File: config.mk
export PLATFORM = sky130hd
export DESIGN_NAME = ech_fifo
export DESIGN_NICKNAME = d
export VERILOG_FILES = /design/src/rtl/ech_fifo.sv
export SDC_FILE = /design/constraint.sdc
export NUM_CORES = 1
export LEC_CHECK = 0
export ABC_AREA = 1
export BUFFER_PORTS_ARGS = -buffer_cell sky130_fd_sc_hd__buf_2
export CAP_MARGIN = 20
export CORE_ASPECT_RATIO = 1.1
export CORE_MARGIN = 8
export CORE_UTILIZATION = 39
export CTS_BUF_LIST = sky130_fd_sc_hd__clkbuf_4
export DETAILED_ROUTE_END_ITERATION = 16
export PLACE_DENSITY_LB_ADDON = 0.12
export SLEW_MARGIN = 20
export SYNTH_ARGS = -nofsm -noshare
export SYNTH_HDL_FRONTEND = slang
export SYNTH_SLANG_ARGS = --single-unit
export TNS_END_PERCENT = 5
File: constraint.sdc
create_clock -name clk_i -period 1.24 [get_ports clk_i]
set_input_delay 0.186 -clock clk_i [delete_from_list [all_inputs] [get_ports clk_i]]
set_output_delay 0.186 -clock clk_i [all_outputs]
set_load 0.01 [all_outputs]
File: src/rtl/ech_fifo.sv
// module: small register fifo used between the pipeline parts
`timescale 1ns / 1ps
module ech_fifo #(
  parameter int unsigned Width = 8,
  parameter int unsigned Depth = 2
) (
  input  logic             clk_i,
  input  logic             rst_ni,
  input  logic             push_i,
  input  logic [Width-1:0] data_i,
  output logic             full_o,
  input  logic             pop_i,
  output logic [Width-1:0] data_o,
  output logic             empty_o
);

  localparam int unsigned PtrW = (Depth > 1) ? $clog2(Depth) : 1;
  localparam int unsigned CntW = $clog2(Depth + 1);

  logic [Width-1:0] mem_q [Depth];
  logic [PtrW-1:0]  wptr_q, wptr_d, rptr_q, rptr_d;
  logic [CntW-1:0]  cnt_q, cnt_d;
  logic             do_push, do_pop;

  assign full_o  = (cnt_q == CntW'(Depth));
  assign empty_o = (cnt_q == '0);
  assign do_push = push_i && !full_o;
  assign do_pop  = pop_i && !empty_o;
  assign data_o  = mem_q[rptr_q];

  always_comb begin
    wptr_d = wptr_q;
    rptr_d = rptr_q;
    cnt_d  = cnt_q;
    if (do_push) begin
      wptr_d = (wptr_q == PtrW'(Depth - 1)) ? '0 : wptr_q + 1'b1;
    end
    if (do_pop) begin
      rptr_d = (rptr_q == PtrW'(Depth - 1)) ? '0 : rptr_q + 1'b1;
    end
    if (do_push && !do_pop) begin
      cnt_d = cnt_q + 1'b1;
    end else if (do_pop && !do_push) begin
      cnt_d = cnt_q - 1'b1;
    end
  end

  always_ff @(posedge clk_i or negedge rst_ni) begin
    if (!rst_ni) begin
      wptr_q <= '0;
      rptr_q <= '0;
      cnt_q  <= '0;
    end else begin
      wptr_q <= wptr_d;
      rptr_q <= rptr_d;
      cnt_q  <= cnt_d;
    end
  end

  always_ff @(posedge clk_i) begin
    if (do_push) begin
      mem_q[wptr_q] <= data_i;
    end
  end

endmodule

==> out/qor.txt, run 1 <==
=====================================================================================
Outcome                                                                  complete, but fails checks
Failing checks                                                           setup timing
GP Congestion                                                                   0.731
Post-detailed-placement cell area                                            1040 µm²
Total vias in the final route                                                     595
Final count of negative-setup-slack endpoints                                      11
Sequential fraction of the synthesis area                                       71.7%
Commonest cells after routing, fill and taps aside                       27 x sky130_fd_sc_hd__nand2_1, 19 x sky130_fd_sc_hd__buf_2, 16 x sky130_fd_sc_hd__edfxtp_1
Detailed Route WL                                                             1.54 mm
Total standard cell area after synthesis                                      810 µm²
# nets final                                                                      125
Clock Pin Slew Worst Setup and Hold Paths                                     0.10 ns
WP data required                                                              1.05 ns
Synthesized area per cell                                                    11.1 µm²
Site row count                                                                     17
Type of origin of the critical path                                         flip-flop
Hold wc startpoint                                                          data_i[3]
Top Ports                                                                          22
Ys Warns                                                                            0
Number of clock buffers inserted by TritonCTS                                       3
End point of the most critical hold path                                  mem_q[1][3]
Number of buffers added on ports                                                   21
Clock sink count                                                                   20
Proportion of power drawn by combinational gates                                50.1%
Cell count after synthesis                                                         73
Die extent in y                                                               63.8 µm
Clock share of power                                                            10.6%
Detailed placer's ending HPWL                                                 1.19 mm
Pwr Total                                                                     2.67 mW
Root Buffer                                                              sky130_fd_sc_hd__clkbuf_4
Largest driver fanout on the critical path                                          5
Cell area after layout                                                       1160 µm²
Worst slew margin relative to its limit                                         86.6%
Leakage power total                                                          0.540 nW
Routed len/inst                                                               11.2 µm
Number of vias per cell                                                          4.31
Overflow after GRT                                                                  0
CTS tree                                                                         done
Worst setup slack before clock tree synthesis                              -0.0516 ns
FF-to-FF path depth                                                                 7
Area overhead of the layout relative to synthesis                               43.4%
Worst slew pin tran                                                          0.200 ns
DR DRC count                                                                        0
Number of optimization iterations in the first detailed-route pass                  3
Count of cells along the worst hold path                                            1
Area taken by flip-flops and latches                                          583 µm²
Yosys reg bits                                                                     20
Antenna diode count                                                                 0
Sw power                                                                       939 µW
Yosys cell types                                                                   14
Class of the most critical hold timing path                              input pin to flip-flop
Sequential Power Share                                                          39.3%
Unrepaired setup endpoints after global routing                                  true
Most common cell after layout, fill and taps aside                       sky130_fd_sc_hd__nand2_1
Switching share of power                                                        35.1%
Fraction of layout instances using a drive strength above 1                     47.3%
Clk Latency, worst-skew pair                                                  0.28 ns
Critical R2R Capture                                                         cnt_q[1]
Peak clock frequency supported by timing                                    0.769 GHz
Critical path arrival                                                         1.11 ns
Number of levels the H-tree was split into                                          1
Number of global-route vias before repair                                         637
Die area                                                                     3790 µm²
Footprint of the multi-input gates                                            224 µm²
Layout Skew                                                                0.00551 ns
Buffer depth of the longest clock path                                              2
Final period demand of the worst path                                         1.30 ns
Antenna violations before repair                                                    0
Die Span X                                                                    59.4 µm
Type of the worst setup path                                             flip-flop to output port
Count of routing violations after the opening detailed-route iteration              9
Maximum ir drop on the vdd rail                                             0.00148 V
Area of the core                                                             1980 µm²
Power per unit of standard cell area                                      2300 nW/µm²
Maximum number of pins on one net before global-route repair                       11
Maximum capacitance violations                                                      0
Global-route wire length before repair                                        2.72 mm
P_int                                                                         1.73 mW
Nature of the critical path endpoint                                      output port
Hold violation total from the final report                                          0
Post-Syn Nets                                                                      86
Setup slack of the worst register-to-register path                           -0.04 ns
Summed negative setup slack over all endpoints                              -0.468 ns
Final Slew Violations                                                               0
Fill cells                                                                        185
Slack of the critical path                                                 -0.0606 ns
Share of the clock period used by the worst path                                 105%
Total routing usage reported by global routing                                  9.04%
Starting density of the core                                                    40.9%
Reg-to-Reg Start                                                             cnt_q[0]
Number of nets with antenna violations after detailed routing                       0
=====================================================================================
[logic make-up (layout without fill, tap and decap cells)]
logic type	after synthesis	after routing	share of synthesized area, %
AOI/OAI and AO/OA	2	2	1.24
xor gates and xnor gates	1	1	1.08
adders and majority gates	1	1	1.55
buffers and inverters	9	46	4.33
DFF	20	20	71.7
and+or+nand+nor	40	40	20.1
[cell type report]
| type | instances | share of cell area (%) |
|---|---|---|
| repair buffers | 35 | 22.5 |
| multi-input cells | 44 | 19.3 |
| flip-flops and latches | 20 | 50.2 |
| inverters | 8 | 3.02 |
| clock buffers | 3 | 1.94 |
| well taps | 28 | 3.02 |
[critical path, cell delays in order (launching register included)]
cell and delay [ns]:
sky130_fd_sc_hd__dfrtp_2 0.46, sky130_fd_sc_hd__buf_6 0.15, sky130_fd_sc_hd__nand2_2 0.05, sky130_fd_sc_hd__nand2_1 0.05, sky130_fd_sc_hd__buf_2 0.13
[power by group through the flow]
stage / registers [mW] / clock network (mW) / logic [mW]
final: 1.05 / 0.283 / 1.34
after CTS: 1.04 / 0.294 / 1.30
after global routing: 1.07 / 0.330 / 1.51
after floorplan: 1.01 / 0 / 0.575
after global placement: 1.03 / 0 / 1.08
after detailed placement: 1.04 / 0 / 1.09
[repair_timing]
action,in CTS,in global routing
setup buffers,3,1
gates cloned,0,0
pin swaps,4,3
hold endpoints to repair,4,0
hold buffers,1,0
setup endpoints to repair,27,26
resized for setup,15,7
[how the worst max path moves through the flow]
| stage | startpoint | to | slack, ns | cells past startpoint |
|---|---|---|---|---|
| after floorplan | cnt_q[0] | cnt_q[1] | -0.07 | 7 |
| after global placement | cnt_q[0] | cnt_q[1] | -0.004 | 6 |
| after detailed placement | cnt_q[1] | cnt_q[1] | -0.05 | 8 |
| after CTS | rptr_q | data_o[2] | -0.06 | 4 |
| after global routing | rptr_q | data_o[2] | -0.14 | 4 |
| final | rptr_q | data_o[5] | -0.06 | 4 |
[stage by stage]
stage          utilization (%)  hold WS, ns  std cells
2_1_floorplan                -       -0.110         73
3_3_place_gp              52.6    -0.000829        130
3_5_place_dp              52.6      0.00133        130
4_1_cts                   57.3       0.0785        137
5_1_grt                   58.7       0.0514        138
6_report                  58.7       0.0829        138
[flip-flops by register name, summed over array words and instances (netlist names)]
register  count
wptr_q        1
rptr_q        1
mem_q        16
cnt_q         2
[cells in the mapped netlist]
cell | instances | area share (%)
sky130_fd_sc_hd__buf_2 | 1 | 0.62
sky130_fd_sc_hd__dfrtp_1 | 4 | 12
sky130_fd_sc_hd__edfxtp_1 | 16 | 59
sky130_fd_sc_hd__ha_1 | 1 | 1.5
sky130_fd_sc_hd__inv_1 | 7 | 3.2
sky130_fd_sc_hd__inv_2 | 1 | 0.46
sky130_fd_sc_hd__nand2_1 | 33 | 15
sky130_fd_sc_hd__nand3_1 | 1 | 0.62
sky130_fd_sc_hd__nand3b_1 | 1 | 0.93
sky130_fd_sc_hd__nand4_1 | 1 | 0.77
sky130_fd_sc_hd__nor2_1 | 2 | 0.93
sky130_fd_sc_hd__nor2_2 | 2 | 1.5
sky130_fd_sc_hd__o21ai_0 | 2 | 1.2
sky130_fd_sc_hd__xnor2_1 | 1 | 1.1
[per-layer routing]
metal | vias to the layer above | track usage [%] | wire, µm
li1 | 314 | - | -
met1 | 269 | 9.36 | 601
met2 | 10 | 16.6 | 854
met3 | 2 | 1.60 | 60
met4 | 0 | 4.49 | 27
met5 | - | 0 | 0
Power figures use the tool's default switching activity.
==> run 2, diff against run 1 <==
Settings changed: PLACE_DENSITY set to 0.66, PLACE_DENSITY_LB_ADDON 0.12 to unset.
==> run 2 against run 1 <==
  * The flow still finishes with violations (setup timing)
  * Clock-buffer cell count unchanged
  * Clock skew barely moved
  * Hold slack got worse by 0.017 ns
  * Combinational power down 9.7%
  * Maximum frequency is 5.8% lower
  * Utilization fell by 2.1 points
  * Register-to-register slack got worse by 0.03 ns
  * Largest cell class unchanged
  * Total power shrank 3.5%
  * Via count is 2.0% higher
  * Wire length grew 13%
  * Highest routed layer unchanged
  * Final cell count decreased by 0.72%
==> out/qor.txt, run 2 (synthesized netlist as in run 1, its figures left out) <==
=====================================================================================
Outcome                                                                  complete, but fails checks
Failing checks                                                           setup timing
Top Ports                                                                          22   unchanged
Detailed Route WL                                                             1.74 mm   +13%
Register containing the most flip-flops in the final layout                     mem_q
Critical path arrival                                                         1.20 ns   +0.09 ns
Total routing usage reported by global routing                                  9.31%   +0.27 points
Number of clock buffers inserted by TritonCTS                                       3   unchanged
Final Slew Violations                                                               0   unchanged
Final period demand of the worst path                                         1.38 ns   +0.0805 ns
Overflow after GRT                                                                  0   unchanged
DR DRC count                                                                        0   unchanged
Class of the most critical hold timing path                              input pin to flip-flop
CTS tree                                                                         done
Number of nets with antenna violations after detailed routing                       0   unchanged
Type of the worst setup path                                             flip-flop to output port
Buffer depth of the longest clock path                                              2   unchanged
Starting density of the core                                                    40.9%   unchanged
Die Span X                                                                    59.4 µm   unchanged
Placed Cells incl. Taps                                                           129   -0.77%
Peak clock frequency supported by timing                                    0.724 GHz   -5.8%
Number of global-route vias before repair                                         638   +0.16%
Number of optimization iterations in the first detailed-route pass                  4   +1
Leakage power total                                                          0.520 nW   -3.6%
Unrepaired setup endpoints after global routing                                  true
Most common cell after layout, fill and taps aside                       sky130_fd_sc_hd__nand2_1
Root Buffer                                                              sky130_fd_sc_hd__clkbuf_4
Maximum ir drop on the vdd rail                                             0.00116 V   -21%
WP data required                                                              1.05 ns   about the same
Share of the clock period used by the worst path                                 111%   +6.5 points
Flip-flop count of the largest register, all copies and words added                16   unchanged
GP Congestion                                                                   0.750   +2.7%
Number of buffers added on ports                                                   21   unchanged
Number of levels the H-tree was split into                                          1   unchanged
Worst slew pin tran                                                          0.280 ns   +0.0809 ns
Clk Latency, worst-skew pair                                                  0.30 ns   +0.02 ns
Pwr Total                                                                     2.58 mW   -3.5%
Area overhead of the layout relative to synthesis                               38.3%
Antenna diode count                                                                 0   unchanged
Number of vias per cell                                                          4.43   +2.8%
Final count of negative-setup-slack endpoints                                      15   +4
Site row count                                                                     17   unchanged
Worst slew margin relative to its limit                                         81.2%   -5.4 points
Clock Pin Slew Worst Setup and Hold Paths                                     0.11 ns   about the same
Global-route wire length before repair                                        2.66 mm   -2.0%
Hold violation total from the final report                                          0   unchanged
Largest driver fanout on the critical path                                          4   -1
Antenna violations before repair                                                    0   unchanged
Area of the core                                                             1980 µm²   unchanged
Detailed placer's ending HPWL                                                 1.27 mm   +6.9%
Commonest cells after routing, fill and taps aside                       29 x sky130_fd_sc_hd__nand2_1, 20 x sky130_fd_sc_hd__buf_2, 16 x sky130_fd_sc_hd__edfxtp_1
Maximum capacitance violations                                                      0   unchanged
Largest registers ranked by flip-flop count                              mem_q: 16 flops, cnt_q: 2 flops
Type of origin of the critical path                                         flip-flop
Count of routing violations after the opening detailed-route iteration             10   +1
Routed len/inst                                                               12.7 µm   +13%
Post-detailed-placement cell area                                            1010 µm²   -3.1%
Die extent in y                                                               63.8 µm   unchanged
Layout Cells excl Fill                                                            137   -0.72%
Nature of the critical path endpoint                                      output port
Fraction of layout instances using a drive strength above 1                     45.9%   -1.4 points
Power per unit of standard cell area                                      2300 nW/µm²   about the same
Summed negative setup slack over all endpoints                               -1.07 ns   -0.602 ns
Total vias in the final route                                                     607   +2.0%
Die area                                                                     3790 µm²   unchanged
Cell area after layout                                                       1120 µm²   -3.6%
# nets final                                                                      123   -1.6%
Maximum number of pins on one net before global-route repair                       12   +1
Slack of the critical path                                                  -0.141 ns   -0.0805 ns
Layout Skew                                                                0.00558 ns   +0.0000641 ns
Clock sink count                                                                   20   unchanged
=====================================================================================
[run 2: repair_timing]
action                                  in CTS  in global routing
hold buffers                                 1                  0
pin swaps                                    0                  4
endpoints found under the hold margin        4                  0
cloned                                       0                  0
gates resized for setup                      7                 13
endpoints found under the setup margin      26                 20
setup buffers                                1                  2
[run 2: area by class of cell]
cell class	instances	area, µm²
fill	195	858
sequential	20	583
multi-input combinational	44	233
timing repair buffer	33	208
inverter	8	35.0
tap	28	35.0
clock buffer	3	22.5
clock inverter	1	3.75
[run 2: path summary, 6_finish.rpt]
| check | startpoint | end | slack (ns) | depth (start not counted) |
|---|---|---|---|---|
| worst min register to register | wptr_q | wptr_q | 0.52 | 2 |
| max in group asynchronous | rst_ni | cnt_q[0] | 0.90 | 2 |
| worst max-delay path | cnt_q[0] | empty_o | -0.14 | 3 |
| worst min-delay path | data_i[0] | mem_q[1][0] | 0.07 | 1 |
| min in group asynchronous | rst_ni | rptr_q | 0.21 | 2 |
| worst max register to register | cnt_q[0] | cnt_q[1] | -0.07 | 6 |
[run 2: power breakdown]
part           internal (mW)  switching (mW)  total (mW)
Sequential             0.940           0.121        1.06
Clock                  0.117           0.191       0.309
Combinational          0.561           0.648        1.21
Total                   1.62           0.960        2.58
[run 2: metal layers]
metal / vias to the layer above / part of all wire [%] / track usage [%]
met2: 14 / 54 / 17.2
met4: 0 / 2.2 / 6.29
met1: 283 / 39 / 8.73
met3: 4 / 5.1 / 2.00
met5: - / 0 / 0
li1: 306 / - / -
[run 2: per-stage QoR]
stage | util (%) | setup WS [ns] | hold slack (ns)
global route | 56.6 | -0.189 | 0.0516
CTS | 53.7 | -0.108 | 0.0623
floorplan | - | -0.0708 | -0.110
detailed placement | 50.9 | -0.0938 | -0.00239
finish | 56.6 | -0.141 | 0.0661
global placement | 50.9 | -0.0262 | -0.00123
[run 2: worst max-delay path: stages (launching register included)]
cell and delay, ns:
sky130_fd_sc_hd__dfrtp_2 0.46, sky130_fd_sc_hd__buf_4 0.15, sky130_fd_sc_hd__nor2_1 0.13, sky130_fd_sc_hd__buf_2 0.16
==> run 3, diff against run 2 <==
Settings changed: CORE_ASPECT_RATIO 1.1 to unset.
==> run 3 against run 2 <==
  * Register-to-register slack hardly changed
  * Highest routed layer unchanged
  * Non-clock buffer count is 1 lower
  * Critical path depth is 1 higher
  * Via count is 1.5% lower
  * Wire length is 6.3% lower
  * Critical endpoint is now full_o
  * Combinational power is 4% higher
  * Die area hardly changed
  * Sequential cell count stayed put
  * Setup slack better by 0.047 ns
  * Clock skew is 0.0021 ns higher
  * The run still ends with setup timing left
  * Largest cell class unchanged
==> out/qor.txt, run 3 (synthesized netlist as in run 1, its figures left out) <==
=====================================================================================
Clk Latency, worst-skew pair                                                  0.30 ns   about the same
Antenna violations before repair                                                    0   unchanged
Die Span X                                                                    61.6 µm   +3.6%
Number of clock buffers inserted by TritonCTS                                       3   unchanged
Share of the clock period used by the worst path                                 108%   -3.8 points
Slack of the critical path                                                 -0.0939 ns   +0.0471 ns
Critical path arrival                                                         1.15 ns   -0.05 ns
Final count of negative-setup-slack endpoints                                      21   +6
Buffer depth of the longest clock path                                              2   unchanged
Layout Skew                                                                0.00771 ns   +0.00213 ns
Maximum ir drop on the vdd rail                                             0.00153 V   +31%
Class of the most critical hold timing path                              input pin to flip-flop
Root Buffer                                                              sky130_fd_sc_hd__clkbuf_4
Worst slew margin relative to its limit                                         76.4%   -4.8 points
Failing checks                                                           setup timing
Sw power                                                                       970 µW   +0.99%
GP Congestion                                                                   0.728   -3.0%
Flip-flop count of the largest register, all copies and words added                16   unchanged
Number of vias per cell                                                          4.43   about the same
Number of optimization iterations in the first detailed-route pass                  4   unchanged
Worst slew pin tran                                                          0.351 ns   +0.0701 ns
Hold violation total from the final report                                          0   unchanged
Outcome                                                                  complete, but fails checks
Summed negative setup slack over all endpoints                               -1.12 ns   -0.0450 ns
Switching share of power                                                        34.0%   -3.2 points
Number of levels the H-tree was split into                                          1   unchanged
Post-detailed-placement cell area                                            1020 µm²   +1.6%
CTS tree                                                                         done
DR DRC count                                                                        0   unchanged
Power per unit of standard cell area                                      2440 nW/µm²   +6.1%
Number of buffers added on ports                                                   21   unchanged
Clock sink count                                                                   20   unchanged
Area of the core                                                             1960 µm²   -0.82%
Detailed placer's ending HPWL                                                 1.18 mm   -7.2%
Most common cell after layout, fill and taps aside                       sky130_fd_sc_hd__nand2_1
Die extent in y                                                               61.6 µm   -3.5%
Antenna diode count                                                                 0   unchanged
Global-route wire length before repair                                        2.64 mm   -1.1%
Commonest cells after routing, fill and taps aside                       28 x sky130_fd_sc_hd__nand2_1, 20 x sky130_fd_sc_hd__buf_2, 16 x sky130_fd_sc_hd__edfxtp_1
Sequential Power Share                                                          37.2%   -3.9 points
Number of global-route vias before repair                                         628   -1.6%
Total routing usage reported by global routing                                  9.32%   about the same
Nature of the critical path endpoint                                      output port
Clock share of power                                                            18.6%   +6.6 points
Die area                                                                     3790 µm²   about the same
Clock Pin Slew Worst Setup and Hold Paths                                     0.12 ns   about the same
Area overhead of the layout relative to synthesis                               44.2%
Maximum capacitance violations                                                      0   unchanged
WP data required                                                              1.05 ns   about the same
Worst setup slack before clock tree synthesis                              -0.0972 ns   -0.00333 ns
Largest registers ranked by flip-flop count                              mem_q: 16 flops, cnt_q: 2 flops
Largest driver fanout on the critical path                                          4   unchanged
Layout Cells excl Fill                                                            135   -1.5%
Maximum number of pins on one net before global-route repair                       13   +1
Proportion of power drawn by combinational gates                                44.1%   -2.8 points
Placed Cells incl. Taps                                                           127   -1.6%
Starting density of the core                                                    41.3%   +0.34 points
# nets final                                                                      122   -0.81%
Routed len/inst                                                               12.1 µm   -4.9%
Cell area after layout                                                       1170 µm²   +4.2%
Leakage power total                                                          0.534 nW   +2.8%
Unrepaired setup endpoints after global routing                                  true
Final period demand of the worst path                                         1.33 ns   -0.0471 ns
Type of the worst setup path                                             flip-flop to output port
Count of routing violations after the opening detailed-route iteration             17   +7
Site row count                                                                     16   -1
Final Slew Violations                                                               0   unchanged
Top Ports                                                                          22   unchanged
Number of nets with antenna violations after detailed routing                       0   unchanged
Overflow after GRT                                                                  0   unchanged
Pwr Total                                                                     2.85 mW   +11%
P_int                                                                         1.88 mW   +16%
Register containing the most flip-flops in the final layout                     mem_q
Detailed Route WL                                                             1.63 mm   -6.3%
Type of origin of the critical path                                         flip-flop
Fraction of layout instances using a drive strength above 1                     47.2%   +1.4 points
Total vias in the final route                                                     598   -1.5%
Peak clock frequency supported by timing                                    0.750 GHz   +3.5%
=====================================================================================
==> run 3: worst paths after layout <==
check	startpoint	to	slack [ns]	depth (start not counted)
setup / recovery	cnt_q[1]	full_o	-0.09	4
max in group asynchronous	rst_ni	rptr_q	0.89	2
setup reg to reg	cnt_q[0]	cnt_q[1]	-0.08	6
hold reg to reg	wptr_q	wptr_q	0.49	2
hold / removal	data_i[6]	mem_q[1][6]	0.06	1
min in group asynchronous	rst_ni	cnt_q[0]	0.21	2
==> run 3: routing by layer <==
layer  track usage [%]  share of wire [%]  vias to the layer above
li1                  -                  -                      306
met1              9.99                 40                      275
met2              16.1                 52                       13
met3              2.92                6.9                        4
met4              4.55                1.5                        0
met5                 0                  0                        -
==> run 3: power by group through the flow <==
stage | combinational [mW] | clock (mW) | sequential (mW)
floorplan | 0.575 | 0 | 1.01
global placement | 1.02 | 0 | 1.04
detailed placement | 1.05 | 0 | 1.05
CTS | 1.19 | 0.535 | 1.06
global route | 1.42 | 0.566 | 1.08
finish | 1.26 | 0.531 | 1.06
==> run 3: through the flow <==
stage	utilization, %	hold WS, ns
after CTS	57.6	0.0624
after global routing	59.5	0.0506
after detailed placement	52.2	-0.000836
after global placement	52.2	0.000959
final	59.5	0.0649
after floorplan	-	-0.110
==> run 3: critical path, stage by stage, from the launching register on <==
cell and delay (ns):
sky130_fd_sc_hd__dfrtp_1 0.44, sky130_fd_sc_hd__inv_2 0.08, sky130_fd_sc_hd__nor2_4 0.12, sky130_fd_sc_hd__buf_4 0.13, sky130_fd_sc_hd__buf_6 0.09
==> run 3: area by class of cell <==
type,count,area [µm²]
fill,184,795
sequential,20,583
multi-input combinational,44,234
timing repair buffer,32,229
inverter,8,35.0
tap,27,33.8
clock inverter,1,30.0
clock buffer,3,22.5
==> run 3: timing repair <==
item,in CTS,in global routing
buffers inserted,2,1
hold buffers,1,0
pin swaps,4,2
gates resized for setup,12,8
hold endpoints to repair,4,0
gates cloned,0,0
endpoints found under the setup margin,27,28
