`config.mk`:
```
export PLATFORM = sky130hd
export DESIGN_NAME = ech_front
export DESIGN_NICKNAME = d
export VERILOG_FILES = /design/src/rtl/ech_pkg.sv /design/src/rtl/ech_front.sv
export SDC_FILE = /design/constraint.sdc
export NUM_CORES = 1
export LEC_CHECK = 0
export ABC_AREA = 1
export BUFFER_PORTS_ARGS = -buffer_cell sky130_fd_sc_hd__buf_2
export CAP_MARGIN = 20
export CORE_MARGIN = 10
export CORE_UTILIZATION = 50
export CTS_CLUSTER_DIAMETER = 150
export CTS_CLUSTER_SIZE = 10
export DETAILED_ROUTE_END_ITERATION = 16
export PLACE_DENSITY_LB_ADDON = 0.2
export RECOVER_POWER = 100
export SYNTH_ARGS = -nofsm -noshare
export SYNTH_HDL_FRONTEND = slang
export SYNTH_SLANG_ARGS = --single-unit
```
`constraint.sdc`:
```
create_clock -name clk_i -period 4.7 [get_ports clk_i]
set_clock_uncertainty 0.1 [all_clocks]
set_input_delay 0.47 -clock clk_i [delete_from_list [all_inputs] [get_ports clk_i]]
set_output_delay 0.47 -clock clk_i [all_outputs]
set_load 0.01 [all_outputs]
```
`src/rtl/ech_pkg.sv`:
```
// package: shared types, constants and codes of the edge coverage hit map
`timescale 1ns / 1ps
package ech_pkg;

  localparam int unsigned ADDR_W      = 64;
  localparam int unsigned EDGE_W      = 16;
  localparam int unsigned HIT_W       = 8;
  localparam int unsigned COVER_W     = 17;
  localparam int unsigned CFG_IDX_W   = 2;
  localparam int unsigned CFG_DATA_W  = 64;
  localparam int unsigned MAP_IDX_W   = 16;
  localparam int unsigned CMDQ_DEPTH  = 4;
  localparam int unsigned OUTQ_DEPTH  = 2;

  typedef enum logic [CFG_IDX_W-1:0] {
    CFG_CODE_START  = 2'd0,
    CFG_CODE_END    = 2'd1,
    CFG_TRACE_ALL   = 2'd2
  } ech_cfg_e;

  typedef enum logic {
    OP_BLOCK = 1'b0,
    OP_READ  = 1'b1
  } ech_op_e;

  typedef struct packed {
    logic              opcode;
    logic [ADDR_W-1:0] block_address;
    logic [EDGE_W-1:0] read_index;
  } ech_in_t;

  typedef struct packed {
    logic               counted;
    logic [EDGE_W-1:0]  edge_index;
    logic [HIT_W-1:0]   hit_value;
    logic [COVER_W-1:0] covered_entries;
  } ech_out_t;

  typedef struct packed {
    logic              update;
    logic              zero_hit;
    logic [EDGE_W-1:0] edge_index;
  } ech_cmd_t;

endpackage

```
`src/rtl/ech_front.sv`:
```
// module: front end, configuration registers, range filter and edge index hashing
`timescale 1ns / 1ps
module ech_front import ech_pkg::*; #(
  parameter int unsigned MapIdxW = MAP_IDX_W
) (
  input  logic                  clk_i,
  input  logic                  rst_ni,
  input  logic                  cfg_we_i,
  input  logic [CFG_IDX_W-1:0]  cfg_idx_i,
  input  logic [CFG_DATA_W-1:0] cfg_data_i,
  input  logic                  push_i,
  input  ech_in_t               in_i,
  output logic                  full_o,
  input  logic                  busy_i,
  input  logic                  cq_full_i,
  output logic                  cq_push_o,
  output ech_cmd_t              cq_cmd_o,
  output logic [MapIdxW-1:0]    cq_idx_o
);

  localparam logic [32:0] MapEntries = 33'd1 << MapIdxW;

  logic [ADDR_W-1:0] code_start_q, code_end_q, prev_q, prev_d;
  logic              trace_all_q;
  logic              accept, in_code, counted, read_ok;
  logic [MapIdxW-1:0] slot;

  assign full_o  = cq_full_i || busy_i;
  assign accept  = push_i && !full_o;
  assign in_code = (in_i.block_address >= code_start_q) && (in_i.block_address < code_end_q);
  assign counted = (in_i.opcode == OP_BLOCK) && (trace_all_q || in_code);
  assign read_ok = ({17'd0, in_i.read_index} < MapEntries);
  assign slot    = MapIdxW'((prev_q >> 1) ^ in_i.block_address);

  always_comb begin
    cq_cmd_o = '0;
    cq_idx_o = slot;
    prev_d   = prev_q;
    if (in_i.opcode == OP_READ) begin
      cq_cmd_o.zero_hit   = !read_ok;
      cq_cmd_o.edge_index = in_i.read_index;
      cq_idx_o            = MapIdxW'(in_i.read_index);
    end else if (counted) begin
      cq_cmd_o.update     = 1'b1;
      cq_cmd_o.edge_index = EDGE_W'(slot);
      if (accept) begin
        prev_d = in_i.block_address;
      end
    end else begin
      cq_cmd_o.zero_hit = 1'b1;
    end
  end

  assign cq_push_o = accept;

  always_ff @(posedge clk_i or negedge rst_ni) begin
    if (!rst_ni) begin
      code_start_q <= '0;
      code_end_q   <= '0;
      trace_all_q  <= 1'b0;
      prev_q       <= '0;
    end else begin
      prev_q <= prev_d;
      if (cfg_we_i) begin
        case (cfg_idx_i)
          CFG_CODE_START: code_start_q <= cfg_data_i;
          CFG_CODE_END:   code_end_q   <= cfg_data_i;
          CFG_TRACE_ALL:  trace_all_q  <= cfg_data_i[0];
          default: ;
        endcase
      end
    end
  end

endmodule

```
==> flow_metrics.tcl, run 1 <==
set metrics [dict create \
    post_drt_via_cell_ratio 4.86 \
    violations "max-capacitance violations, max-slew violations" \
    start_util_pct 50.8 \
    syn-instance-count 1157 \
    cts_tree "yes" \
    cts_buffers 17 \
    dpl_worst_slack_ns 1.42 \
    grt_use_total_pct 18.2 \
    clkTransAtPathRegs_ns 0.06 \
    crit_arrival_ns 3.37 \
    htreeDepth 4 \
    end_kind "primary output" \
    antenna_found_initial 1 \
    p_leak_nw 5.97 \
    antenna_left 0 \
    hold_viol 0 \
    min_path_type "input pin to register" \
    syn_area_um2 9130 \
    drive_gt1_share_pct 14.3 \
    clock_sinks 145 \
    root_buffer "clkbuf_16" \
    synth-seq-area-share_pct 39.8 \
    setup_slack_ns 0.757 \
    dp_hpwl_mm 16.6 \
    grt_pass1_vias 7693 \
    period_minus_slack_ns 3.94 \
    port_buffers 188 \
    rrSetupSlack_ns 1.20 \
    status "finished with violations" \
    grt_max_degree 129 \
    tightestPinTransition_ns 2.63 \
    gp_congestion 0.834 \
    drcViolationCount 0 \
    fp.coreArea_um2 18000 \
    grt-ovfl-total 0 \
    cts.path.max_buffers 2 \
    p_per_area_nw_per_um2 378 \
    io_pins 189 \
    finalSetupViolCount 0 \
    critical_path_class "register to primary output" \
    cts_setup_buffers 0 \
    slew_violations 247 \
    crit_required_ns 4.13 \
    max_cap_violations 4 \
    fillers 1722 \
    vias 7676 \
    insertion_delay_ns 0.43 \
    areaGrowthSynthToFinish_pct 18.1 \
    ys_types 33 \
    slew_headroom_pct -75.4 \
    synth_seq_cells 145 \
    die_w_um 155 \
    syn_area_per_cell_um2 7.89 \
    grt_first_pass_wirelength_mm 36.5 \
    finalSetupTns_ns 0 \
    start_kind "register" \
    ctsResizeCount 0 \
    drtPass1Iterations 5 \
    vdd_drop_max_mv 0.245 \
    num_rows 49 \
    rsz0062_at_grt "no" \
    routed_wl_mm 21.6 \
    detail_route.wl_per_cell_um 13.7 \
    fmax_mhz 254 \
    drt_iter0_drc 368 \
    crit_fanout 18 \
    period_share_pct 83.9 \
    dieArea_um2 24100 \
    yosys_warnings 0 \
    final_nets 1615 \
    die_y_um 155 \
    syn-num-nets 1437 \
]
[report_power, final]
group / switching, mW / internal [mW]
sequential: 0.128 / 1.48
combinational: 0.630 / 0.452
clock: 0.515 / 0.870
[layout make-up]
type	count	area [µm²]	share of cell area (%)
repair buffers	195	945	8.76
clock buffers	21	470	4.37
clock inverters	10	134	1.24
multi-input cells	749	4460	41.4
inverters	227	852	7.91
diodes	2	5.00	0.0464
flip-flops and latches	145	3630	33.7
well taps	229	287	2.66
[worst paths after layout]
path,depth (start not counted),from,to
setup / recovery,15,code_start_q[63]$_DFFE_PN0P_,cq_cmd_o[14]
min in group asynchronous,2,rst_ni,code_end_q[20]$_DFFE_PN0P_
hold reg to reg,2,code_end_q[62]$_DFFE_PN0P_,code_end_q[62]$_DFFE_PN0P_
setup reg to reg,15,code_start_q[63]$_DFFE_PN0P_,prev_q[3]$_DFFE_PN0P_
hold / removal,3,cfg_data_i[52],code_end_q[52]$_DFFE_PN0P_
max in group asynchronous,3,rst_ni,code_end_q[57]$_DFFE_PN0P_
[sequential cells by signal, indices dropped and copies added (netlist names)]
register,count
code_end_q,64
code_start_q,64
prev_q,16
trace_all_q,1
[placed cells by master (no fill, tap or decap), types with 2 or more instances in the layout]
cell	count
clkinv_1	2
nand4_1	30
dfrtp_1	145
clkbuf_1	37
nand2_1	282
o21ai_0	164
clkbuf_8	3
a21oi_1	65
o21ai_1	2
nor2_1	30
clkbuf_2	2
inv_1	224
a21o_1	2
buf_2	154
diode_2	2
nor3_1	5
ha_1	127
bufinv_16	3
xnor2_1	16
clkinvlp_4	2
clkbuf_16	17
o211ai_1	2
clkinv_2	4
o21a_1	5
nand3_1	11
[stage by stage]
step                utilization, %  total power, mW  std cells  hold slack (ns)  cell area [µm²]
floorplan                        -             2.37       1157           0.0744             9130
global placement              57.1             2.71       1543            0.366            10300
detailed placement            57.1             2.74       1543            0.373            10300
CTS                           60.6             4.14       1575            0.191            10900
global route                  60.0             4.40       1576            0.208            10800
finish                        60.0             4.07       1578            0.203            10800
[Yosys cell counts]
| master | instances | area, µm² |
|---|---|---|
| a21o_1 | 2 | 15.0 |
| a21oi_1 | 65 | 325 |
| and3_1 | 1 | 6.26 |
| buf_2 | 3 | 15.0 |
| buf_6 | 1 | 11.3 |
| clkbuf_1 | 32 | 120 |
| clkinv_1 | 2 | 7.51 |
| dfrtp_1 | 145 | 3630 |
| ha_1 | 127 | 1590 |
| inv_1 | 224 | 841 |
| inv_2 | 1 | 3.75 |
| nand2_1 | 282 | 1060 |
| nand2_2 | 1 | 6.26 |
| nand2_4 | 1 | 11.3 |
| nand3_1 | 8 | 40.0 |
| nand3_2 | 2 | 20.0 |
| nand3_4 | 1 | 17.5 |
| nand4_1 | 30 | 188 |
| nor2_1 | 28 | 105 |
| nor2_2 | 1 | 6.26 |
| nor2_4 | 1 | 11.3 |
| nor3_1 | 3 | 15.0 |
| nor3_2 | 2 | 20.0 |
| nor4_1 | 1 | 6.26 |
| nor4_2 | 1 | 12.5 |
| nor4b_1 | 1 | 8.76 |
| o211ai_1 | 2 | 15.0 |
| o21a_1 | 5 | 37.5 |
| o21ai_0 | 164 | 821 |
| o21ai_1 | 2 | 10.0 |
| o21bai_1 | 1 | 7.51 |
| or2_2 | 1 | 6.26 |
| xnor2_1 | 16 | 140 |
[per-layer routing]
layer	global-route usage [%]	wire [µm]	part of all wire [%]	up-vias
li1	-	-	-	4055
met1	23.4	9910	46	3424
met2	28.8	9760	45	176
met3	5.90	1580	7.3	21
met4	5.08	332	1.5	0
met5	0	0	0	-
[logic make-up (layout without fill, tap and decap cells)]
kind of cell               after synthesis  in the layout  synth area share (%)
buffers and inverters                  263            453                  10.9
other                                    0              2                     0
DFF                                    145            145                  39.8
AOI/OAI and AO/OA                      241            241                  13.5
xor gates and xnor gates                16             16                  1.54
and+or+nand+nor                        365            365                  16.9
adders and majority gates              127            127                  17.4
[timing repair]
action	4_1_cts	5_1_grt
endpoints found under the hold margin	59	0
setup endpoints to repair	0	0
hold buffers	1	0
[worst max-delay path, stage by stage (launching register included)]
cell and delay (ns):
dfrtp_1 0.34, inv_1 0.05, ha_1 0.30, nand2_2 0.07
nor2_1 0.17, nand2_1 0.08, nor3_1 0.44, nand4_1 0.19
clkinv_1 0.11, nand2_1 0.05, nand2_1 0.05, nand3_1 0.13
nand2_1 0.45, nand2_1 0.15, o21ai_0 0.19, buf_2 0.16
Note: power is estimated with default switching activity, not from simulation.
==> run 2: changes to the inputs <==
--- a/config.mk
+++ b/config.mk
@@ -5,7 +5,7 @@
 export SDC_FILE = /design/constraint.sdc
 export NUM_CORES = 1
 export LEC_CHECK = 0
-export ABC_AREA = 1
+export ABC_AREA = 0
 export BUFFER_PORTS_ARGS = -buffer_cell sky130_fd_sc_hd__buf_2
 export CAP_MARGIN = 20
 export CORE_MARGIN = 10
==> constraint.sdc (replaced) <==
create_clock -name clk_i -period 4 [get_ports clk_i]
set_clock_uncertainty 0.1 [all_clocks]
set_input_delay 0.4 -clock clk_i [delete_from_list [all_inputs] [get_ports clk_i]]
set_output_delay 0.4 -clock clk_i [all_outputs]
set_load 0.01 [all_outputs]
==> run 2 against run 1 <==
Net effect: the flow still finishes with violations (max-capacitance violations, max-slew violations); setup slack worse by 0.49 ns; die area is 1.4% lower; sequential cell count unchanged; final area decreased by 0.89%; synthesized area fell by 1.6%; utilization is 1.1 points higher; non-clock buffer count down 1; count of clock-buffer cells in the layout fell by 1.
==> flow_metrics.tcl, run 2 <==
set metrics [dict create \
    slew_violations 315 \
    fillers 1534 \
    detail_route.wl_per_cell_um 16.6 \
    layout_commonest_cell "buf_2" \
    hold_viol 0 \
    violations "max-capacitance violations, max-slew violations" \
    status "finished with violations" \
    root_buffer "clkbuf_16" \
    crit_arrival_ns 3.23 \
    yosys-top-cells-count "dfrtp_1, inv_1, ha_1" \
    p_per_area_nw_per_um2 468 \
    vias 6915 \
    syn-instance-count 904 \
    grt_use_total_pct 18.5 \
    htreeDepth 4 \
    cts_tree "yes" \
    synth_area_leader_cell "dfrtp_1" \
    grt_first_pass_wirelength_mm 35.8 \
    place_inst 1293 \
    layout_common_cells "buf_2, dfrtp_1, inv_1" \
    dieArea_um2 23700 \
    period_share_pct 93.3 \
    drt_iter0_drc 271 \
    post_drt_via_cell_ratio 5.20 \
    insertion_delay_ns 0.42 \
    synth_seq_cells 145 \
    die_y_um 154 \
    end_kind "primary output" \
    syn-num-nets 1184 \
    synth-compound-area-share_pct 13.6 \
    crit_required_ns 3.50 \
    cts_buffers 17 \
    areaGrowthSynthToFinish_pct 19.0 \
    crit_fanout 18 \
    period_minus_slack_ns 3.73 \
    finalSetupViolCount 0 \
    ys_types 48 \
    port_buffers 188 \
    critical_path_class "register to primary output" \
    drtPass1Iterations 4 \
    start_util_pct 51.4 \
    cts.path.max_buffers 2 \
    syn_area_per_cell_um2 9.93 \
    p_leak_nw 5.31 \
    yosys_warnings 0 \
    final_util_pct 61.1 \
    grt-ovfl-total 0 \
    rsz0062_at_grt "no" \
    placement.cell_area_um2 10100 \
    num_rows 48 \
    seqPwrFrac_pct 38.3 \
    reg_top3 "code_end_q: 64 flops, code_start_q: 64 flops, prev_q: 16 flops" \
    synthArstFlopShare_pct 100 \
    start_kind "register" \
    finalSetupTns_ns 0 \
    multi_input_area_um2 4700 \
    max_cap_violations 4 \
    pwr-share-clk_pct 32.8 \
    routed_wl_mm 22.0 \
    synth-xor-area-share_pct 1.56 \
    antenna_found_initial 3 \
    synth_fa_ha_area_share_pct 17.7 \
    clock_sinks 145 \
    power.internal_mw 3.47 \
    fin_area_um2 10700 \
    fp.coreArea_um2 17500 \
    min_path_type "input pin to register" \
    synth_top_area_share_pct 40.4 \
    drcViolationCount 0 \
    dp_hpwl_mm 16.9 \
    synth-simple-area-share_pct 9.16 \
    vdd_drop_max_mv 0.309 \
    clkTransAtPathRegs_ns 0.06 \
    grt_max_degree 128 \
    final_nets 1370 \
    gp_congestion 0.804 \
    netSwitchingFraction_pct 30.7 \
    drive_gt1_share_pct 24.6 \
    synth-seq-area-share_pct 40.4 \
    synthFlopType "dfrtp_1" \
    slew_headroom_pct -53.8 \
    tightestPinTransition_ns 2.31 \
    io_pins 189 \
    synth.mux.area_fraction_pct 10.8 \
    synth.most_common_cell "dfrtp_1" \
    fin_cells 1329 \
    grt_pass1_vias 7116 \
    fin_hold_ws_ns 0.0972 \
    power_switching_mw 1.54 \
    die_w_um 154 \
    synth_edf_count 0 \
    antenna_left 0 \
    synth_area_leaders "dfrtp_1, ha_1, mux2_2" \
    p_comb_share_pct 28.9 \
    synth_top_family_by_area "adder cells" \
    syn_area_um2 8980 \
    fmax_mhz 268 \
    seq_area_um2 3630 \
]
run 2: cell count changes after synthesis, moves of 5 or more:
| cell | before | now |
|---|---|---|
| a211oi_1 | 0 | 5 |
| a21o_1 | 2 | 10 |
| a21oi_1 | 65 | 44 |
| and4_1 | 0 | 5 |
| clkbuf_1 | 32 | 24 |
| inv_1 | 224 | 133 |
| mux2_2 | 0 | 73 |
| mux2_4 | 0 | 10 |
| nand2_1 | 282 | 110 |
| nand4_1 | 30 | 17 |
| nor2_1 | 28 | 12 |
| o21a_1 | 5 | 17 |
| o21ai_0 | 164 | 96 |
run 2: cells by family (layout without fill, tap and decap cells):
family | Yosys count | count (layout)
AO/OA/AOI/OAI | 198 | 198
XOR/XNOR | 16 | 16
adder cells (fa/ha/maj) | 127 | 127
buffers and inverters | 160 | 359
flip-flops | 145 | 145
multiplexers | 83 | 83
other | 0 | 1
AND/OR/NAND/NOR | 175 | 175
run 2: path summary, 6_finish.rpt:
check / startpoint / to / slack, ns / cells past startpoint
max reg2reg: code_start_q[33]$_DFFE_PN0P_ / prev_q[5]$_DFFE_PN0P_ / 0.41 / 12
max: code_start_q[33]$_DFFE_PN0P_ / cq_cmd_o[15] / 0.27 / 12
max in group asynchronous: rst_ni / code_start_q[37]$_DFFE_PN0P_ / 0.92 / 3
min in group asynchronous: rst_ni / prev_q[9]$_DFFE_PN0P_ / 0.89 / 2
min: cfg_data_i[30] / code_start_q[30]$_DFFE_PN0P_ / 0.1 / 3
min reg2reg: code_end_q[28]$_DFFE_PN0P_ / code_end_q[28]$_DFFE_PN0P_ / 0.40 / 1
run 2: critical path: stages, from the launching register on:
cell	delay, ns
dfrtp_1	0.36
inv_1	0.08
ha_1	0.24
a21oi_1	0.13
o21ai_0	0.16
a221o_1	0.40
o31a_1	0.28
nor4_1	0.49
a221oi_4	0.15
buf_12	0.18
nor2_1	0.12
nor2b_1	0.06
buf_2	0.14
run 2: layout make-up:
type	count	share of cell area [%]
timing repair buffer	194	8.91
inverter	133	4.67
antenna	1	0.0234
tap	225	2.64
clock buffer	20	4.28
sequential	145	34.0
clock inverter	12	1.48
multi-input combinational	599	44.0
run 2: per-layer routing:
metal	up-vias	share of wire [%]	GRT usage, %
met2	151	47	29.6
met1	3244	47	24.3
met4	4	0.80	4.90
li1	3495	-	-
met3	21	5.5	4.60
met5	-	0.095	0
run 2: power by group through the flow:
stage                     logic (mW)  clock network, mW  registers [mW]
final                           1.45               1.64            1.92
after global routing            1.66               1.75            1.95
after CTS                       1.52               1.68            1.92
after detailed placement        1.48                  0            1.94
after global placement          1.45                  0            1.93
after floorplan                 1.03                  0            1.90
run 2: timing repair:
item	4_1_cts	5_1_grt
hold buffers	1	0
buffers inserted	2	0
pin swaps	1	0
endpoints found under the setup margin	2	1
hold endpoints to repair	69	0
resized for setup	0	1
run 2: per-stage QoR:
stage | setup WS [ns] | power, mW
6_report | 0.268 | 5.00
4_1_cts | 0.275 | 5.13
2_1_floorplan | 0.954 | 2.93
3_3_place_gp | 0.129 | 3.38
3_5_place_dp | 0.101 | 3.43
5_1_grt | 0.0381 | 5.36
==> run 3: changes to the inputs <==
==> constraint.sdc (replaced) <==
create_clock -name clk_i -period 4.45 [get_ports clk_i]
set_clock_uncertainty 0.1 [all_clocks]
set_input_delay 0.445 -clock clk_i [delete_from_list [all_inputs] [get_ports clk_i]]
set_output_delay 0.445 -clock clk_i [all_outputs]
set_load 0.01 [all_outputs]
==> run 3 against run 2 <==
Net effect: the run still ends with max-capacitance violations, max-slew violations left; global-route usage barely moved; non-clock buffer count increased by 2; total power down 11%; final area decreased by 0.26%; count of clock-buffer cells in the layout decreased by 1; sequential cell count did not move; largest power group unchanged; critical path depth unchanged; first-iteration DRC count increased by 13%; critical endpoint is now cq_cmd_o[5]; highest routed layer unchanged; via count is 1.1% higher; sequential power decreased by 10%; critical path type unchanged; register-to-register slack gained 0.13 ns.
==> flow_metrics.tcl, run 3 (same netlist as run 2, synthesis figures left out) <==
set metrics [dict create \
    max_cap_violations 6 \
    cts.path.max_buffers 2 \
    layout_common_cells "buf_2, dfrtp_1, inv_1" \
    crit_required_ns 3.90 \
    post_drt_via_cell_ratio 5.25 \
    die_w_um 154 \
    antenna_found_initial 4 \
    fin_cells 1332 \
    crit_cells 12 \
    crit_fanout 15 \
    violations "max-capacitance violations, max-slew violations" \
    cts_buffers 17 \
    gp_congestion 0.814 \
    critPathSlowestCell "nor4_1" \
    start_util_pct 51.4 \
    final_util_pct 61.0 \
    hp-start "cfg_data_i[35]" \
    fillers 1527 \
    crit_arrival_ns 3.44 \
    power_switching_mw 1.40 \
    totalPowerFinal_mw 4.46 \
    status "finished with violations" \
    cp-startpoint "code_start_q[35]$_DFFE_PN0P_" \
    drt_iter0_drc 305 \
    critPathMaxStageDelay_ns 0.58 \
    power.internal_mw 3.06 \
    grt-ovfl-total 0 \
    num_rows 48 \
    rsz0062_at_grt "no" \
    tightestPinTransition_ns 2.34 \
    p_leak_nw 5.30 \
    crit_buf_inv 4 \
    die_y_um 154 \
    path_cells "inv_1 -> ha_1 -> a21oi_1 -> o21ai_0 -> a221o_1 -> o31a_1 -> nor4_1 -> a221oi_4 -> buf_12 -> buf_4 -> o21a_1 -> buf_2" \
    grt_max_degree 128 \
    seqPwrFrac_pct 38.7 \
    min_path_cells 3 \
    period_share_pct 89.5 \
    grt_pass1_vias 7256 \
    grt_use_total_pct 18.5 \
    multi_input_area_um2 4700 \
    p_per_area_nw_per_um2 418 \
    clkTransAtPathRegs_ns 0.06 \
    areaGrowthSynthToFinish_pct 18.7 \
    dieArea_um2 23700 \
    met2_usage_pct 29.7 \
    r2r_start "code_start_q[62]$_DFFE_PN0P_" \
    fmax_mhz 251 \
    min_path_type "input pin to register" \
    grt_first_pass_wirelength_mm 36.1 \
    critical_path_class "register to primary output" \
    io_pins 189 \
    dpl_worst_slack_ns 0.470 \
    netSwitchingFraction_pct 31.4 \
    vdd_drop_max_mv 0.297 \
    antenna_left 0 \
    grt_use_met1_pct 23.9 \
    fp.coreArea_um2 17500 \
    drtPass1Iterations 5 \
    period_minus_slack_ns 3.98 \
    pwr-share-clk_pct 31.8 \
    cts_tree "yes" \
    vias 6992 \
    slew_violations 394 \
    critical_path.top_delay_family "compound AO/OA/AOI/OAI gates" \
    seq_area_um2 3630 \
    dp_hpwl_mm 17.0 \
    detail_route.wl_per_cell_um 16.7 \
    finalSetupViolCount 0 \
    end_kind "primary output" \
    setup_slack_ns 0.466 \
    drcViolationCount 0 \
    busiest_layer "met2" \
    r2r_cells 13 \
    insertion_delay_ns 0.42 \
    postCtsHoldBufs 0 \
    htreeDepth 4 \
    slew_headroom_pct -55.8 \
    clock_sinks 145 \
    start_kind "register" \
    layout_commonest_cell "buf_2" \
    port_buffers 188 \
    root_buffer "clkbuf_16" \
    place_inst 1294 \
    finalSetupTns_ns 0 \
    routed_wl_mm 22.3 \
    use_met3_pct 4.88 \
    hold_viol 0 \
    final_nets 1372 \
    reg_top3 "code_end_q: 64 flops, code_start_q: 64 flops, prev_q: 16 flops" \
    drive_gt1_share_pct 24.8 \
    p_comb_share_pct 29.5 \
]
## run 3: final cells by class
class / count / share of cell area (%)
multi-input combinational: 599 / 44.1
clock buffer: 19 / 4.16
tap: 225 / 2.64
timing repair buffer: 196 / 9.00
clock inverter: 12 / 1.28
sequential: 145 / 34.1
inverter: 133 / 4.69
antenna: 3 / 0.0705
## run 3: routing by layer
metal,vias up,part of all wire (%)
li1,3505,-
met2,150,46
met5,-,0.11
met1,3307,47
met4,4,1.3
met3,26,5.5
## run 3: what timing repair did
| action | 4_1_cts | 5_1_grt |
|---|---|---|
| resized for setup | 0 | 0 |
| setup endpoints to repair | 0 | 1 |
| buffers inserted | 0 | 4 |
## run 3: worst reg2reg max path: cells and delay by family (launching register included)
family / cells / cell delay (ns)
fa+ha+maj: 1 / 0.31
flops: 1 / 0.32
buf+inv: 4 / 0.47
compound gates: 2 / 0.58
simple gates: 5 / 1.54
mux: 1 / 0.46
## run 3: stage by stage
stage	hold slack (ns)	area (µm²)
final	0.137	10700
after CTS	0.0290	10700
after floorplan	0.0494	8980
after detailed placement	0.393	10100
after global routing	0.139	10600
after global placement	0.387	10100
## run 3: power by group through the flow
stage	logic [mW]	registers [mW]	clock network (mW)
2_1_floorplan	0.927	1.71	0
6_report	1.31	1.72	1.42
4_1_cts	1.34	1.72	1.45
3_3_place_gp	1.30	1.73	0
5_1_grt	1.51	1.76	1.50
3_5_place_dp	1.33	1.74	0
## run 3: final timing paths
path                       slack [ns]                            to
max                              0.47                   cq_cmd_o[5]
min                              0.14  code_start_q[35]$_DFFE_PN0P_
max in group asynchronous        1.21    code_end_q[16]$_DFFE_PN0P_
min reg2reg                      0.41    code_end_q[38]$_DFFE_PN0P_
min in group asynchronous        0.59         prev_q[9]$_DFFE_PN0P_
max reg2reg                      0.54        prev_q[15]$_DFFE_PN0P_
